## src/hdl/pce_pkg.sv

```systemverilog
// Shared types and constants of the Pearson correlation engine.
`default_nettype none
package pce_pkg;

    localparam int SAMPLE_BITS = 16;
    localparam int MAX_PAIRS   = 255;
    localparam int COUNT_BITS  = 8;
    localparam int SUM_BITS    = 24;
    localparam int SQ_BITS     = 40;
    localparam int MUL_BITS    = 49;
    localparam int PROD_BITS   = 2 * MUL_BITS;
    localparam int DIFF_BITS   = 50;
    localparam int REM_BITS    = 128;
    localparam int Q_BITS      = 31;
    localparam int ROOT_BITS   = 32;
    localparam int CORR_BITS   = 16;

    typedef struct packed {
        logic [COUNT_BITS-1:0] count;
        logic [SUM_BITS-1:0]   sum_a;
        logic [SUM_BITS-1:0]   sum_b;
        logic [SQ_BITS-1:0]    sum_ab;
        logic [SQ_BITS-1:0]    sum_aa;
        logic [SQ_BITS-1:0]    sum_bb;
    } t_sums;

    typedef struct packed {
        logic                start;
        logic [MUL_BITS-1:0] op_a;
        logic [MUL_BITS-1:0] op_b;
    } t_mul_req;

    typedef struct packed {
        logic                 done;
        logic [PROD_BITS-1:0] prod;
    } t_mul_rsp;

endpackage
`default_nettype wire

```

## src/hdl/pce_queue.sv

```systemverilog
// Two-entry queue of finished sums between the front and back parts.
`default_nettype none
module pce_queue
    import pce_pkg::*;
(
    input  wire   i_clk,
    input  wire   i_rst_n,
    input  wire   i_push,
    input  t_sums i_data,
    input  wire   i_pop,
    output logic  o_full,
    output logic  o_empty,
    output t_sums o_data
);

    t_sums       r_mem [2];
    logic        r_wp;
    logic        r_rp;
    logic [1:0]  r_fill;

    assign o_full  = (r_fill == 2'd2);
    assign o_empty = (r_fill == 2'd0);
    assign o_data  = r_mem[r_rp];

    always_ff @(posedge i_clk) begin
        if (i_push) begin
            r_mem[r_wp] <= i_data;
        end
    end

    always_ff @(posedge i_clk) begin
        if (!i_rst_n) begin
            r_wp   <= 1'b0;
            r_rp   <= 1'b0;
            r_fill <= 2'd0;
        end else begin
            if (i_push) begin
                r_wp <= ~r_wp;
            end
            if (i_pop) begin
                r_rp <= ~r_rp;
            end
            r_fill <= r_fill + {1'b0, i_push} - {1'b0, i_pop};
        end
    end

endmodule
`default_nettype wire

```

## config.mk

```make
export PLATFORM = sky130hd
export DESIGN_NAME = pce_queue
export DESIGN_NICKNAME = d
export VERILOG_FILES = /design/src/hdl/pce_pkg.sv /design/src/hdl/pce_queue.sv
export SDC_FILE = /design/constraint.sdc
export NUM_CORES = 1
export LEC_CHECK = 0
export BUFFER_PORTS_ARGS = -buffer_cell sky130_fd_sc_hd__buf_4
export CELL_PAD_IN_SITES_DETAIL_PLACEMENT = 1
export CELL_PAD_IN_SITES_GLOBAL_PLACEMENT = 2
export CORE_MARGIN = 3
export CORE_UTILIZATION = 42
export DETAILED_ROUTE_END_ITERATION = 7
export PLACE_DENSITY_LB_ADDON = 0.1
export SLEW_MARGIN = 0
export SYNTH_ARGS = -nofsm -noshare
export SYNTH_HDL_FRONTEND = slang
export SYNTH_SLANG_ARGS = --single-unit
```

## constraint.sdc

```tcl
create_clock -name i_clk -period 24.1 [get_ports i_clk]
set_input_delay 4.82 -clock i_clk [delete_from_list [all_inputs] [get_ports i_clk]]
set_output_delay 4.82 -clock i_clk [all_outputs]
set_load 0.05 [all_outputs]
```

==> results.cfg <==
[power_and_ir_drop]
power_mw = 1.572
leakage_nw = 6.938
power.density_nw_per_um2 = 88.45
max-vdd-ir-drop_uv = 57.66

[clock_network]
clk_latency_ns = 0.51
clock_path_buffers = 3
cts_sinks = 357
cts_setup_buffers = 0
cts_buffers = 38
ctsResizeCount = 0
cts-root-buf = clkbuf_16
cts_tree = done
cts_max_level = 2
cts-hold-fix-buffers = 0
path_clk_slew_ns = 0.06

[routing]
ant_nets = 0
vias = 6631
drt_first_pass_iters = 4
drtIter0Drc = 330
wl_per_cell_um = 21.10
drc = 0
drt_wl_total_mm = 29.24
via_per_inst = 4.784

[finish]
area.growth.synth_to_final_pct = 31.53
fillers = 2878
final_core_util_pct = 56.16
drive_gt1_share_pct = 60.35
mostFrequentLayoutCell = buf_4
layout.cells.non_filler = 1386
nNetsFinal = 1134
final_cell_mix = 363 x buf_4, 352 x edfxtp_1, 140 x mux2_4

[yosys]
syn_area_per_cell_um2 = 23.74
syn_nets = 751
muxShareOfSynthArea_pct = 18.56
synthAdderAreaFrac_pct = 0.1852
synth_area_um2 = 13510
synth_cells = 569
ys_seq_elements = 357
synth_cell_type_count = 14
synth_seq_area_share_pct = 78.98
yosysWarningCount = 0
synth-xor-area-share_pct = 0.2315
synth_compound_area_share_pct = 0.05557
synth_top_family_by_area = multiplexers
yosys.area_share.simple_pct = 0.3983

[critical_path]
crit_type = reg -> out
worstPathArrival_ns = 3.23
crit_path_start_kind = flip-flop
cp_data_required_time_ns = 19.28
worstRegToRegCells = 2
crit_fanout = 68
cp-end-kind = output pin

[die]
die_x_um = 185.3
dieHeight_um = 185.3
row_count = 65
io_pins = 358
core_area_um2 = 31640
dieArea_um2 = 34350
start_util_pct = 42.70

[global_route]
grt_max_degree = 86
track_usage_pct = 16.24
grt_pass1_vias = 7158
gr-usage-met3_pct = 6.009
grt_first_pass_wirelength_mm = 41.99
grt_util_met1_pct = 18.76
overflow = 0
use_met2_pct = 28.12
antenna_found_initial = 2
busiest_layer = met2

[placed_design]
io_buffers = 357
dp.cells = 1314
hpwlAfterDp_mm = 19.76
gp_congestion = 0.7477

[hold_path]
hold_path.class = reg -> reg
hold_depth = 2

[sta]
min_period_ns = 8.053
clock_skew_ns = 0.007910
hold_viol = 0
slew_headroom_pct = 19.13
maxSlewViolCount = 0
tightest_slew_ns = 1.213
fin_crit_sh_pct = 33.41
rsz0062_at_grt = no
hold_slack_ns = 0.5830
finalSetupViolCount = 0
fmax_mhz = 124.2
setup_tns_ns = 0

[run]
cap_violations = 0

[run_status]
status = completed
state kept, by name, summed over array words and instances (netlist names), named ones only:
signal / cells
r_mem: 352
r_wp: 1
r_fill: 2
r_rp: 1
power by group:
| part | switching [mW] | internal [mW] | total [mW] | leakage, nW |
|---|---|---|---|---|
| logic | 0.172 | 0.107 | 0.279 | 3.00 |
| clock network | 0.224 | 0.336 | 0.560 | 0.591 |
| registers | 0.0137 | 0.719 | 0.733 | 3.35 |
| total | 0.410 | 1.16 | 1.57 | 6.94 |
cell type report:
cell class / count / area [um^2] / area share, %
Clock buffer: 50 / 1080 / 6.077
Clock inverter: 19 / 136.4 / 0.7676
Multi-Input combinational cell: 190 / 2635 / 14.83
Timing Repair Buffer: 363 / 2725 / 15.34
Sequential cell: 357 / 10670 / 60.07
Inverter: 2 / 7.507 / 0.04225
Antenna cell: 3 / 7.507 / 0.04225
Tap cell: 402 / 503.0 / 2.831
cell usage after synthesis:
master	number	share of area (%)
mux2_4	140	16
edfxtp_1	352	78
dfxtp_1	5	0.74
inv_1	2	0.056
ha_1	2	0.19
buf_6	17	1.4
buf_2	3	0.11
and2_1	4	0.19
o21a_1	1	0.056
xnor3_1	1	0.17
nor2_1	1	0.028
nor2b_1	4	0.19
mux2_2	36	3.0
xor2_1	1	0.065
cells by family after synthesis:
group / Yosys count
compound gates: 1
xor+xnor: 2
fa+ha+maj: 2
buf+inv: 22
flops: 357
mux: 176
simple gates: 9
worst paths after layout:
| path | startpoint | to | slack (ns) |
|---|---|---|---|
| setup reg to reg | r_wp | r_mem[0][8] | 21.68 |
| hold / removal | r_rp | flip-flop | 0.58 |
| hold reg to reg | r_rp | flip-flop | 0.58 |
| setup / recovery | flip-flop | o_data[11] | 16.05 |
critical path, cell delays in order, from the launching register on:
cell and delay (ns):
dfxtp_4 1.11, buf_4 0.95, mux2_2 0.43, buf_4 0.19
per-stage QoR:
stage	instance area [um^2]	setup WS, ns
2_1_floorplan	13510	10.92
3_3_place_gp	16540	16.53
3_5_place_dp	16540	16.50
4_1_cts	17760	15.95
5_1_grt	17770	15.83
6_report	17770	16.05
layer usage:
layer,share of wire [%],vias to the layer above,routed length [um]
met1,36,3281,10660
met3,9.9,54,2884
met5,0,-,0
li1,-,3033,-
met4,2.4,0,707
met2,51,263,14990
(Power assumes the default switching activity.)
