<file path="config.mk">
export PLATFORM = sky130hd
export DESIGN_NAME = pce_front
export DESIGN_NICKNAME = d
export VERILOG_FILES = /design/src/hdl/pce_pkg.sv /design/src/hdl/pce_front.sv
export SDC_FILE = /design/constraint.sdc
export NUM_CORES = 2
export LEC_CHECK = 0
export BUFFER_PORTS_ARGS = -buffer_cell sky130_fd_sc_hd__clkbuf_2
export CORE_ASPECT_RATIO = 0.75
export CORE_MARGIN = 1.5
export CORE_UTILIZATION = 35
export DETAILED_ROUTE_END_ITERATION = 7
export SLEW_MARGIN = 20
export SYNTH_ARGS = -nofsm -noshare
export SYNTH_HDL_FRONTEND = slang
export SYNTH_SLANG_ARGS = --single-unit
</file>
<file path="constraint.sdc">
create_clock -name i_clk -period 7 [get_ports i_clk]
set_input_delay 0.35 -clock i_clk [delete_from_list [all_inputs] [get_ports i_clk]]
set_output_delay 0.35 -clock i_clk [all_outputs]
set_load 0.1 [all_outputs]
</file>
<file path="src/hdl/pce_pkg.sv">
// Shared types and constants of the Pearson correlation engine.
`default_nettype none
package pce_pkg;

    localparam int SAMPLE_BITS = 16;
    localparam int MAX_PAIRS   = 255;
    localparam int COUNT_BITS  = 8;
    localparam int SUM_BITS    = 24;
    localparam int SQ_BITS     = 40;
    localparam int MUL_BITS    = 49;
    localparam int PROD_BITS   = 2 * MUL_BITS;
    localparam int DIFF_BITS   = 50;
    localparam int REM_BITS    = 128;
    localparam int Q_BITS      = 31;
    localparam int ROOT_BITS   = 32;
    localparam int CORR_BITS   = 16;

    typedef struct packed {
        logic [COUNT_BITS-1:0] count;
        logic [SUM_BITS-1:0]   sum_a;
        logic [SUM_BITS-1:0]   sum_b;
        logic [SQ_BITS-1:0]    sum_ab;
        logic [SQ_BITS-1:0]    sum_aa;
        logic [SQ_BITS-1:0]    sum_bb;
    } t_sums;

    typedef struct packed {
        logic                start;
        logic [MUL_BITS-1:0] op_a;
        logic [MUL_BITS-1:0] op_b;
    } t_mul_req;

    typedef struct packed {
        logic                 done;
        logic [PROD_BITS-1:0] prod;
    } t_mul_rsp;

endpackage
`default_nettype wire

</file>
<file path="src/hdl/pce_front.sv">
// Front part: accumulates sample pairs and hands finished sums to the queue.
`default_nettype none
module pce_front
    import pce_pkg::*;
(
    input  wire                   i_clk,
    input  wire                   i_rst_n,
    input  wire                   i_accept,
    input  wire [SAMPLE_BITS-1:0] i_sample_a,
    input  wire [SAMPLE_BITS-1:0] i_sample_b,
    input  wire                   i_last_sample,
    output logic                  o_push,
    output t_sums                 o_sums
);

    t_sums r_sums;
    t_sums n_sums;

    logic [2*SAMPLE_BITS-1:0] prod_ab;
    logic [2*SAMPLE_BITS-1:0] prod_aa;
    logic [2*SAMPLE_BITS-1:0] prod_bb;

    // Full-width products of the two samples.
    assign prod_ab = i_sample_a * i_sample_b;
    assign prod_aa = i_sample_a * i_sample_a;
    assign prod_bb = i_sample_b * i_sample_b;

    always_comb begin
        n_sums = r_sums;
        if (r_sums.count < COUNT_BITS'(MAX_PAIRS)) begin
            n_sums.count  = r_sums.count + 1'b1;
            n_sums.sum_a  = r_sums.sum_a + SUM_BITS'(i_sample_a);
            n_sums.sum_b  = r_sums.sum_b + SUM_BITS'(i_sample_b);
            n_sums.sum_ab = r_sums.sum_ab + SQ_BITS'(prod_ab);
            n_sums.sum_aa = r_sums.sum_aa + SQ_BITS'(prod_aa);
            n_sums.sum_bb = r_sums.sum_bb + SQ_BITS'(prod_bb);
        end
    end

    assign o_push = i_accept && i_last_sample;
    assign o_sums = n_sums;

    always_ff @(posedge i_clk) begin
        if (!i_rst_n) begin
            r_sums <= '0;
        end else if (i_accept) begin
            if (i_last_sample) begin
                r_sums <= '0;
            end else begin
                r_sums <= n_sums;
            end
        end
    end

endmodule
`default_nettype wire

</file>
==> impl_metrics.tcl <==
set metrics [dict create \
    cap_violations 0 \
    rsz0062_at_grt "yes" \
    synth_mux_area_share_pct 0.481 \
    synth_seq_area_share_pct 9.61 \
    drt-vias-per-instance 4.93 \
    syn_area_sq_um 36700 \
    drc 0 \
    syn_area_per_cell_sq_um 8.17 \
    clockBufferDepth 2 \
    synth_top_area_share_pct 33.3 \
    largest_reg_flops 176 \
    hold_viol_final 0 \
    synth_compound_gate_area_share_pct 12.5 \
    num-fill-cells 10100 \
    worstSetupPathType "in2out" \
    final_util_pct 43.7 \
    synth.area.top_cells "fa_1 33%, ha_1 12%, inv_1 11%" \
    dr_total_vias 31200 \
    critPathLaunchType "primary input" \
    synth_largest_area_cell "fa_1" \
    numCtsBuffers 17 \
    met3_usage_pct 4.46 \
    synth.distinct_cells 85 \
    postSynthCellCount 4490 \
    slew_headroom_pct 34.7 \
    outcome "finished, final reports clean" \
    start_util_pct 35.4 \
    syn-num-nets 5499 \
    top_register "r_sums" \
    synth_seq_cells 176 \
    cts.sinks 176 \
    cp-end-kind "primary output" \
    crit_path_max_fanout 4 \
    hp-class "in2reg" \
    use_met2_pct 34.3 \
    reg_top3 "r_sums (176)" \
    ctsHoldBuffers 0 \
    drtIter0Drc 2073 \
    io_pins 213 \
    grt_util_met1_pct 30.2 \
    gp_congestion 0.923 \
    worst_pin_slew_ns 0.977 \
    arrival_ns 6.52 \
    core_area_sq_um 104000 \
    synth-simple-area-share_pct 14.7 \
    synth_top_family_by_area "adder cells" \
    grt_pass1_wl_mm 181 \
    wire_per_inst_microns 18.2 \
    drv_slew 0 \
    yosys_warnings 0 \
    clock-skew-final_ns 0.0213 \
    setup_viol 0 \
    fin_area_sq_um 45300 \
    io_buffers 212 \
    synth_xor_area_share_pct 3.89 \
    grt_use_total_pct 21.9 \
    dpl_cell_area_sq_um 43300 \
    clock-root-buffer "clkbuf_16" \
    grt_max_degree 123 \
    die_h_microns 283 \
    clock_latency_ns 0.54 \
    place.detailed.hpwl_mm 92.2 \
    finalWirelength_mm 115 \
    antenna_found_initial 4 \
    grt_pass1_vias 31700 \
    first_pass_iters 5 \
    final_antenna_net_count 0 \
    fp.dieW_microns 377 \
    syn2layout_area_growth_pct 23.4 \
    top_usage_layer "met2" \
    htreeDepth 4 \
    ys.flop_type "dfxtp_1" \
    drive_gt1_share_pct 17.4 \
    num_rows 102 \
    cp.required_ns 6.65 \
    max_freq_ghz 0.145 \
    period_needed_ns 6.87 \
    post-route-period-util_pct 98.2 \
    final_nets 5904 \
    cts_tree "done" \
    clk_pin_slew_ns 0.08 \
    gr-total-overflow 0 \
    synthArstFlopShare_pct 0 \
    synth_edf_count 0 \
    synthAdderAreaFrac_pct 45.7 \
    die_area_sq_um 107000 \
]
==> worst max-delay path, stage by stage <==
cell and delay [ns]:
buf_4 0.14, buf_6 0.13, and2_4 0.14, fa_1 0.60, inv_2 0.06, fa_1 0.50
fa_1 0.50, inv_1 0.05, fa_1 0.50, inv_1 0.06, fa_1 0.48, inv_1 0.05
fa_1 0.46, ha_1 0.32, a21o_1 0.17, or3_1 0.30, a21o_1 0.17, a221o_1 0.33
a31o_4 0.28, a21oi_4 0.17, buf_12 0.14, nor2_2 0.07, buf_6 0.18, xor2_4 0.15
buf_12 0.20
==> final cells by class <==
cell class | instances | area (sq um) | share of cell area (%)
Multi-Input combinational cell | 3031 | 29500 | 65.2
Sequential cell | 176 | 3520 | 7.79
Clock inverter | 13 | 168 | 0.371
Clock buffer | 18 | 439 | 0.970
Tap cell | 1404 | 1760 | 3.88
Timing Repair Buffer | 590 | 5770 | 12.8
Antenna cell | 5 | 12.5 | 0.0276
Inverter | 1079 | 4070 | 9.00
==> kinds of logic after synthesis <==
kind of cell | Yosys count
AND/OR/NAND/NOR | 1203
multiplexers | 16
adder cells (fa/ha/maj) | 973
AO/OA/AOI/OAI | 676
flip-flops | 176
XOR/XNOR | 163
buffers and inverters | 1283
==> layer usage <==
metal	up-vias	share of wire, %
met5	-	0
met4	0	2.9
met3	134	6.9
met2	861	45
met1	15500	45
li1	14700	-
==> path summary, 6_finish.rpt <==
| path | endpoint | slack, ns | cells after the start | start |
|---|---|---|---|---|
| worst max-delay path | o_sums[34] | 0.13 | 25 | i_sample_b[11] |
| worst min-delay path | r_sums[79] | 0.39 | 3 | i_rst_n |
| worst max register to register | r_sums[36] | 1.63 | 20 | r_sums[13] |
| worst min register to register | r_sums[73] | 0.48 | 2 | r_sums[73] |
==> Yosys cell counts (4+ instances only) <==
cell,n
a21oi_1,169
dfxtp_1,176
mux2_2,13
o2111ai_1,5
o21ai_1,8
clkinv_1,8
a41oi_1,8
a22o_1,50
nand2b_1,13
buf_1,12
and3_1,20
o211ai_1,14
clkbuf_1,183
xnor2_1,112
nor3_1,22
or3_1,15
ha_1,363
fa_1,610
o211a_1,4
nand3_1,46
a31o_2,15
xor2_1,51
buf_2,5
a211o_1,4
o21bai_1,23
a22oi_1,67
nand3b_1,6
nand4_1,26
a211oi_1,10
nor2_1,237
o21ai_0,121
inv_1,1070
o31ai_1,14
a21o_1,66
nor4_1,7
nand2_1,593
and2_1,182
a31oi_1,29
o22ai_1,9
o21a_1,11
nor2b_1,21
==> repair_timing <==
| item | CTS | global route |
|---|---|---|
| gates resized for setup | 36 | 239 |
| setup endpoints to repair | 26 | 54 |
| pin swaps | 11 | 94 |
| setup buffers | 2 | 34 |
| cloned | 0 | 3 |
==> placed cells by master, fill, tap and decap left out, types with 14 or more instances in the layout <==
| cell | n |
|---|---|
| a21o_1 | 65 |
| a21oi_1 | 144 |
| a21oi_2 | 20 |
| a22o_1 | 50 |
| a22oi_1 | 67 |
| a31o_2 | 15 |
| a31oi_1 | 27 |
| and2_1 | 176 |
| and3_1 | 16 |
| buf_12 | 111 |
| buf_4 | 328 |
| buf_6 | 29 |
| clkbuf_16 | 21 |
| clkbuf_2 | 104 |
| dfxtp_1 | 176 |
| fa_1 | 602 |
| ha_1 | 342 |
| ha_4 | 16 |
| inv_1 | 1054 |
| inv_2 | 15 |
| nand2_1 | 587 |
| nand3_1 | 40 |
| nand4_1 | 26 |
| nor2_1 | 213 |
| nor2_2 | 18 |
| nor2b_1 | 21 |
| nor3_1 | 20 |
| o211ai_1 | 14 |
| o21ai_0 | 98 |
| o21ai_1 | 18 |
| o21bai_1 | 23 |
| or3_1 | 15 |
| xnor2_1 | 96 |
| xor2_1 | 44 |
==> stage by stage <==
step           cells  hold WS [ns]  setup WS, ns  TNS, ns
6_report        6316         0.389         0.125        0
3_3_place_gp    6243         0.460        -0.161   -0.898
3_5_place_dp    6243         0.462        -0.220    -1.25
2_1_floorplan   4490         0.442        -0.768   -0.768
5_1_grt         6313         0.374       -0.0464   -0.216
4_1_cts         6276         0.343       -0.0574  -0.0574
Power is left out: the tool's default activity adds up to more than one toggle a clock period on the data nets, which glitch-free logic cannot reach.
