<file path="src/hdl/pce_pkg.sv">
// Shared types and constants of the Pearson correlation engine.
`default_nettype none
package pce_pkg;

    localparam int SAMPLE_BITS = 16;
    localparam int MAX_PAIRS   = 255;
    localparam int COUNT_BITS  = 8;
    localparam int SUM_BITS    = 24;
    localparam int SQ_BITS     = 40;
    localparam int MUL_BITS    = 49;
    localparam int PROD_BITS   = 2 * MUL_BITS;
    localparam int DIFF_BITS   = 50;
    localparam int REM_BITS    = 128;
    localparam int Q_BITS      = 31;
    localparam int ROOT_BITS   = 32;
    localparam int CORR_BITS   = 16;

    typedef struct packed {
        logic [COUNT_BITS-1:0] count;
        logic [SUM_BITS-1:0]   sum_a;
        logic [SUM_BITS-1:0]   sum_b;
        logic [SQ_BITS-1:0]    sum_ab;
        logic [SQ_BITS-1:0]    sum_aa;
        logic [SQ_BITS-1:0]    sum_bb;
    } t_sums;

    typedef struct packed {
        logic                start;
        logic [MUL_BITS-1:0] op_a;
        logic [MUL_BITS-1:0] op_b;
    } t_mul_req;

    typedef struct packed {
        logic                 done;
        logic [PROD_BITS-1:0] prod;
    } t_mul_rsp;

endpackage
`default_nettype wire

</file>
<file path="src/hdl/pce_back.sv">
// Back part: variance terms, restoring divide, integer root and output word.
`default_nettype none
module pce_back
    import pce_pkg::*;
(
    input  wire                  i_clk,
    input  wire                  i_rst_n,
    input  wire                  i_empty,
    input  t_sums                i_sums,
    output logic                 o_pop,
    output t_mul_req             o_mul_req,
    input  t_mul_rsp             i_mul_rsp,
    output logic                 o_valid,
    input  wire                  i_stall,
    output logic [CORR_BITS-1:0] o_correlation,
    output logic                 o_undefined_flag,
    output logic [COUNT_BITS-1:0] o_pair_count
);

    typedef enum logic [2:0] {
        S_IDLE, S_MSTART, S_MWAIT, S_DIV, S_SQRT, S_OUT
    } t_state;

    t_state                 r_state;
    t_sums                  r_sums;
    logic [2:0]             r_step;
    logic [MUL_BITS-1:0]    r_t;
    logic [DIFF_BITS-1:0]   r_num;
    logic [DIFF_BITS-1:0]   r_va;
    logic [DIFF_BITS-1:0]   r_vb;
    logic [MUL_BITS-1:0]    r_an;
    logic [PROD_BITS-1:0]   r_p;
    logic [REM_BITS-1:0]    r_rem;
    logic [REM_BITS-1:0]    r_dsh;
    logic [Q_BITS-1:0]      r_q;
    logic [ROOT_BITS-1:0]   r_op;
    logic [ROOT_BITS-1:0]   r_res;
    logic [ROOT_BITS-1:0]   r_one;
    logic [4:0]             r_cnt;
    logic                   r_bad;
    logic                   r_valid;
    logic [CORR_BITS-1:0]   r_corr;
    logic                   r_flag;
    logic [COUNT_BITS-1:0]  r_pairs;

    logic [DIFF_BITS-1:0]   diff;
    logic [MUL_BITS-1:0]    n_ext;
    logic [ROOT_BITS-1:0]   trial;
    logic [CORR_BITS-1:0]   mag;
    logic [CORR_BITS-1:0]   corr_val;

    assign n_ext = MUL_BITS'(r_sums.count);
    assign diff  = DIFF_BITS'(r_t) - DIFF_BITS'(i_mul_rsp.prod[MUL_BITS-1:0]);
    assign trial = r_res + r_one;
    assign mag   = r_res[CORR_BITS-1:0];

    always_comb begin
        if (r_bad) begin
            corr_val = '0;
        end else if (r_num[DIFF_BITS-1]) begin
            corr_val = CORR_BITS'(0) - mag;
        end else if (mag[CORR_BITS-1]) begin
            corr_val = {1'b0, {(CORR_BITS-1){1'b1}}};
        end else begin
            corr_val = mag;
        end
    end

    always_comb begin
        o_mul_req.start = (r_state == S_MSTART);
        case (r_step)
            3'd0: begin
                o_mul_req.op_a = n_ext;
                o_mul_req.op_b = MUL_BITS'(r_sums.sum_ab);
            end
            3'd1: begin
                o_mul_req.op_a = MUL_BITS'(r_sums.sum_a);
                o_mul_req.op_b = MUL_BITS'(r_sums.sum_b);
            end
            3'd2: begin
                o_mul_req.op_a = n_ext;
                o_mul_req.op_b = MUL_BITS'(r_sums.sum_aa);
            end
            3'd3: begin
                o_mul_req.op_a = MUL_BITS'(r_sums.sum_a);
                o_mul_req.op_b = MUL_BITS'(r_sums.sum_a);
            end
            3'd4: begin
                o_mul_req.op_a = n_ext;
                o_mul_req.op_b = MUL_BITS'(r_sums.sum_bb);
            end
            3'd5: begin
                o_mul_req.op_a = MUL_BITS'(r_sums.sum_b);
                o_mul_req.op_b = MUL_BITS'(r_sums.sum_b);
            end
            3'd6: begin
                o_mul_req.op_a = r_va[MUL_BITS-1:0];
                o_mul_req.op_b = r_vb[MUL_BITS-1:0];
            end
            default: begin
                o_mul_req.op_a = r_an;
                o_mul_req.op_b = r_an;
            end
        endcase
    end

    assign o_pop            = (r_state == S_IDLE) && !i_empty;
    assign o_valid          = r_valid;
    assign o_correlation    = r_corr;
    assign o_undefined_flag = r_flag;
    assign o_pair_count     = r_pairs;

    always_ff @(posedge i_clk) begin
        if (!i_rst_n) begin
            r_state <= S_IDLE;
            r_step  <= 3'd0;
            r_cnt   <= '0;
            r_bad   <= 1'b0;
            r_valid <= 1'b0;
        end else begin
            if (r_valid && !i_stall && r_state != S_OUT) begin
                r_valid <= 1'b0;
            end
            unique case (r_state)
                S_IDLE: begin
                    if (!i_empty) begin
                        r_sums  <= i_sums;
                        r_step  <= 3'd0;
                        r_bad   <= 1'b0;
                        r_state <= S_MSTART;
                    end
                end
                S_MSTART: begin
                    r_state <= S_MWAIT;
                end
                S_MWAIT: begin
                    if (i_mul_rsp.done) begin
                        r_step <= r_step + 1'b1;
                        case (r_step)
                            3'd0, 3'd2, 3'd4: begin
                                r_t     <= i_mul_rsp.prod[MUL_BITS-1:0];
                                r_state <= S_MSTART;
                            end
                            3'd1: begin
                                r_num   <= diff;
                                r_an    <= diff[DIFF_BITS-1] ? MUL_BITS'(-diff)
                                                             : diff[MUL_BITS-1:0];
                                r_state <= S_MSTART;
                            end
                            3'd3: begin
                                r_va    <= diff;
                                r_state <= S_MSTART;
                            end
                            3'd5: begin
                                r_vb <= diff;
                                // A series with no spread has no defined coefficient.
                                if (r_va[DIFF_BITS-1] || r_va == '0 ||
                                    diff[DIFF_BITS-1] || diff == '0) begin
                                    r_bad   <= 1'b1;
                                    r_state <= S_OUT;
                                end else begin
                                    r_state <= S_MSTART;
                                end
                            end
                            3'd6: begin
                                r_p     <= i_mul_rsp.prod;
                                r_state <= S_MSTART;
                            end
                            default: begin
                                r_rem   <= REM_BITS'(i_mul_rsp.prod) << 30;
                                r_dsh   <= REM_BITS'(r_p) << (Q_BITS - 1);
                                r_q     <= '0;
                                r_cnt   <= 5'(Q_BITS - 1);
                                r_state <= S_DIV;
                            end
                        endcase
                    end
                end
                S_DIV: begin
                    if (r_rem >= r_dsh) begin
                        r_rem <= r_rem - r_dsh;
                        r_q   <= {r_q[Q_BITS-2:0], 1'b1};
                    end else begin
                        r_q   <= {r_q[Q_BITS-2:0], 1'b0};
                    end
                    r_dsh <= r_dsh >> 1;
                    r_cnt <= r_cnt - 1'b1;
                    if (r_cnt == 5'd0) begin
                        r_state <= S_SQRT;
                    end
                end
                S_SQRT: begin
                    if (r_one == '0) begin
                        r_state <= S_OUT;
                    end else begin
                        if (r_op >= trial) begin
                            r_op  <= r_op - trial;
                            r_res <= (r_res >> 1) + r_one;
                        end else begin
                            r_res <= r_res >> 1;
                        end
                        r_one <= r_one >> 2;
                    end
                end
                S_OUT: begin
                    if (!r_valid || !i_stall) begin
                        r_valid <= 1'b1;
                        r_corr  <= corr_val;
                        r_flag  <= r_bad;
                        r_pairs <= r_sums.count;
                        r_state <= S_IDLE;
                    end
                end
                default: begin
                    r_state <= S_IDLE;
                end
            endcase
            // The root starts from the quotient as soon as the divide ends.
            if (r_state == S_DIV && r_cnt == 5'd0) begin
                r_op  <= ROOT_BITS'({r_q[Q_BITS-2:0], (r_rem >= r_dsh)});
                r_res <= '0;
                r_one <= ROOT_BITS'(1) << 30;
            end
        end
    end

endmodule
`default_nettype wire

</file>
<file path="config.mk">
export PLATFORM = sky130hd
export DESIGN_NAME = pce_back
export DESIGN_NICKNAME = d
export VERILOG_FILES = /design/src/hdl/pce_pkg.sv /design/src/hdl/pce_back.sv
export SDC_FILE = /design/constraint.sdc
export NUM_CORES = 2
export LEC_CHECK = 0
export ABC_CLOCK_PERIOD_IN_PS = 25500
export BUFFER_PORTS_ARGS = -buffer_cell sky130_fd_sc_hd__buf_2
export CORE_ASPECT_RATIO = 1.1
export CORE_MARGIN = 5
export CORE_UTILIZATION = 50
export DETAILED_ROUTE_END_ITERATION = 8
export PLACE_DENSITY_LB_ADDON = 0.05
export SYNTH_ARGS = -nofsm -noshare
export SYNTH_HDL_FRONTEND = slang
export SYNTH_SLANG_ARGS = --single-unit
</file>
<file path="constraint.sdc">
create_clock -name i_clk -period 25.5 [get_ports i_clk]
set_input_delay 3.825 -clock i_clk [delete_from_list [all_inputs] [get_ports i_clk]]
set_output_delay 3.825 -clock i_clk [all_outputs]
set_load 0.005 [all_outputs]
</file>
==> reports/results.tsv <==
stage	metric	value	unit
routing	final_antenna_net_count	0	
power_and_ir_drop	powerDensity	58.7	nW/um^2
clocking	cts_hold_buf	0	
synth	yosysTopAreaCell	edfxtp_1	
clocking	htree_levels	3	
cells_and_area	syn2layout_area_growth	12.6	%
synth	async_reset_ff_share	0	%
synth	syn_area_per_cell	10.5	sq um
clocking	cts_tree	done	
worst_hold_path	hold_class	flip-flop to flip-flop	
place	place.gp.congestion	0.891	
place	hpwl	105000	microns
clocking	cts_buffer_depth	3	
sta	tightest_slew	1130	ps
power_and_ir_drop	p_seq_share	50.0	%
cells_and_area	fin_cells	6346	
floorplan	core_area	97600	sq um
floorplan	rows	120	
floorplan	die_h	339	microns
flow_run	max_cap_violations	0	
sta	maxSlewViolCount	0	
synth	yosys_warnings	0	
sta	hold_violations	0	
power_and_ir_drop	p_leak	21.6	nW
sta	slew_headroom	24.3	%
sta	setup_viol	0	
cells_and_area	final_util	56.8	%
cells_and_area	nNetsFinal	5501	
critical_path	cp_max_fo	3	
critical_path	r2r_cells	24	
worst_hold_path	min_path_cells	0	
sta	fin_setup_tns	0	ps
synth	yosysSeqAreaShare	53.2	%
power_and_ir_drop	p_clk_share	41.8	%
routing	drc	1	
synth	netlist-cell-type-count	97	
critical_path	startpoint_type	primary input	
power_and_ir_drop	power_switching	781	uW
synth	synth_most_common_cell	edfxtp_1	
outcome	violations	design-rule violations	
synth	synth-seq-cells	876	
synth	dominantRegCellSynth	edfxtp_1	
clocking	cts_root_buffer	clkbuf_16	
routing	dr_total_vias	37500	
sta	rsz0062_at_grt	no	
floorplan	fp.dieW	309	microns
clocking	clkSlewWorstSetupHoldPaths	60	ps
clocking	cts_resized	0	
synth	synth_nets	5202	
power_and_ir_drop	switching_share	24.0	%
synth	synth_area	49200	sq um
cells_and_area	fin_area	55400	sq um
clocking	post-cts-setup-buffers	0	
synth	synth_cells	4668	
clocking	cts_made_buffers	95	
critical_path	cp_data_required_time	21670	ps
power_and_ir_drop	power	3.25	mW
critical_path	critPathArrivalTime	4480	ps
clocking	clock-sinks	876	
floorplan	io_pins	405	
routing	first_pass_iters	9	
worst_hold_path	hold_end	o_pair_count[3]$_DFFE_PP_	
sta	worst_slack	17190	ps
place	dp_cells	6151	
floorplan	initial_utilization	50.4	%
synth	synth_top_area_share	52.7	%
floorplan	die_area	105000	sq um
routing	drt-total-wl	141000	microns
sta	max_freq	120	MHz
power_and_ir_drop	cellInternalPower	2.47	mW
cells_and_area	drive_gt1_share	13.4	%
sta	finalClockSkew	41.3	ps
sta	hold_slack	465	ps
critical_path	regToRegEndpoint	r_res[30]$_SDFFCE_PP0P_	
power_and_ir_drop	pwr-share-comb	8.2	%
sta	fin_crit_sh	32.6	%
critical_path	worstSetupEndpointType	output port	
grt	overflow	0	
place	pre_cts_slack	17120	ps
place	portBuffers	404	
routing	viasPerCell	5.91	
outcome	status	complete, but fails checks	
critical_path	crit_type	primary input to output port	
synth	synth_commonest_cells	edfxtp_1, nand2_1, o21ai_0	
routing	wl_per_cell	22.2	microns
grt	grt_usage	26.0	%
grt	antenna_found_initial	32	
clocking	clk_latency	690	ps
worst_hold_path	hold_start	n_ext[3]$_DFFE_PP_	
grt	grt_pass1_vias	36300	
grt	grt_max_degree	113	
synth	synth_area_leaders	edfxtp_1, ha_1, nand2_1	
synth	synth_edf_count	863	
grt	grt_pass1_wl	214000	microns
critical_path	cp-startpoint	i_empty	
routing	drt-initial-drc-count	3256	
sta	finalCriticalPeriod	8310	ps
place	dpl_cell_area	52300	sq um
power_and_ir_drop	ir_drop	0.0000557	V
critical_path	ff2ff_setup_slack	19090	ps
critical_path	r2r_start	r_res[0]$_SDFFCE_PP0P_	
==> per-layer routing <==
| metal | global-route usage [%] | vias to the layer above | share of wire, % |
|---|---|---|---|
| met5 | 0 | - | 0.043 |
| met4 | 7.21 | 10 | 2.7 |
| met3 | 4.16 | 196 | 7.1 |
| met2 | 42.0 | 1196 | 46 |
| met1 | 36.7 | 18100 | 44 |
| li1 | - | 18000 | - |
==> area by class of cell <==
| type | instances | area, sq um |
|---|---|---|
| clock inverter | 59 | 609 |
| multi-input combinational | 3280 | 21200 |
| fill | 8549 | 42200 |
| sequential | 876 | 26200 |
| inverter | 273 | 1020 |
| timing repair buffer | 441 | 2300 |
| antenna | 25 | 62.6 |
| tap | 1281 | 1600 |
| clock buffer | 111 | 2460 |
==> state kept, by name (all words and copies together), names as in the netlist <==
register	cells
r_rem	128
r_op	32
r_cnt	5
r_state	3
r_bad	1
o_correlation	16
o_undefined_flag	1
r_q	30
r_p	98
r_dsh	128
r_num	1
r_res	32
r_vb	49
o_valid	1
r_sums	168
r_t	49
r_va	50
r_one	16
r_an	49
n_ext	8
r_step	3
o_pair_count	8
==> layout by cell type, fill, tap and decap left out, types with 26 or more instances in the layout <==
| master | netlist | layout |
|---|---|---|
| nor2_1 | 333 | 330 |
| a222oi_1 | 44 | 44 |
| o21a_1 | 33 | 33 |
| ha_1 | 252 | 250 |
| buf_2 | 3 | 404 |
| buf_4 | 1 | 37 |
| a31oi_1 | 55 | 55 |
| nor2b_1 | 46 | 44 |
| a211oi_1 | 35 | 34 |
| xnor2_1 | 170 | 170 |
| inv_1 | 270 | 270 |
| a21oi_1 | 307 | 307 |
| edfxtp_1 | 863 | 863 |
| o21ai_0 | 378 | 378 |
| xor2_1 | 108 | 108 |
| a22oi_1 | 56 | 56 |
| o31ai_1 | 26 | 26 |
| a21o_1 | 121 | 121 |
| nand2_1 | 507 | 506 |
| nand4_1 | 89 | 89 |
| and3_1 | 52 | 49 |
| or3_1 | 39 | 39 |
| nor3_1 | 69 | 69 |
| a22o_1 | 39 | 39 |
| nand3_1 | 84 | 84 |
| a21boi_0 | 30 | 26 |
| clkbuf_16 | 0 | 95 |
| o21bai_1 | 61 | 61 |
| nor4_1 | 36 | 35 |
==> kinds of logic (layout without fill, tap and decap cells) <==
| logic type | Yosys count | in the layout | share of synthesized area, % |
|---|---|---|---|
| AND/OR/NAND/NOR | 1374 | 1374 | 13.0 |
| AO/OA/AOI/OAI | 1355 | 1355 | 18.0 |
| flip-flops | 876 | 876 | 53.2 |
| buffers and inverters | 512 | 884 | 3.92 |
| XOR/XNOR | 278 | 278 | 4.95 |
| adder cells (fa/ha/maj) | 255 | 255 | 6.53 |
| multiplexers | 18 | 18 | 0.397 |
| other | 0 | 25 | 0 |
==> power by group through the flow <==
stage	clock network, mW	logic [mW]	registers (mW)
2_1_floorplan	0	0.170	1.66
3_3_place_gp	0	0.262	1.66
3_5_place_dp	0	0.264	1.66
4_1_cts	1.39	0.266	1.63
5_1_grt	1.45	0.295	1.63
6_report	1.36	0.266	1.63
==> worst max path at each step <==
stage | slack, ps | to | cells after the start
2_1_floorplan | 3170 | r_rem[0]$_SDFFCE_PN0P_ | 5
3_3_place_gp | 17210 | r_rem[31]$_DFFE_PP_ | 8
3_5_place_dp | 17120 | r_rem[30]$_DFFE_PP_ | 8
4_1_cts | 17180 | o_pop | 3
5_1_grt | 17100 | o_pop | 3
6_report | 17190 | o_pop | 3
==> worst max-delay path: stages <==
cell and delay (ps):
buf_2 130, nor4_1 330, buf_2 200
(Power assumes the default switching activity.)
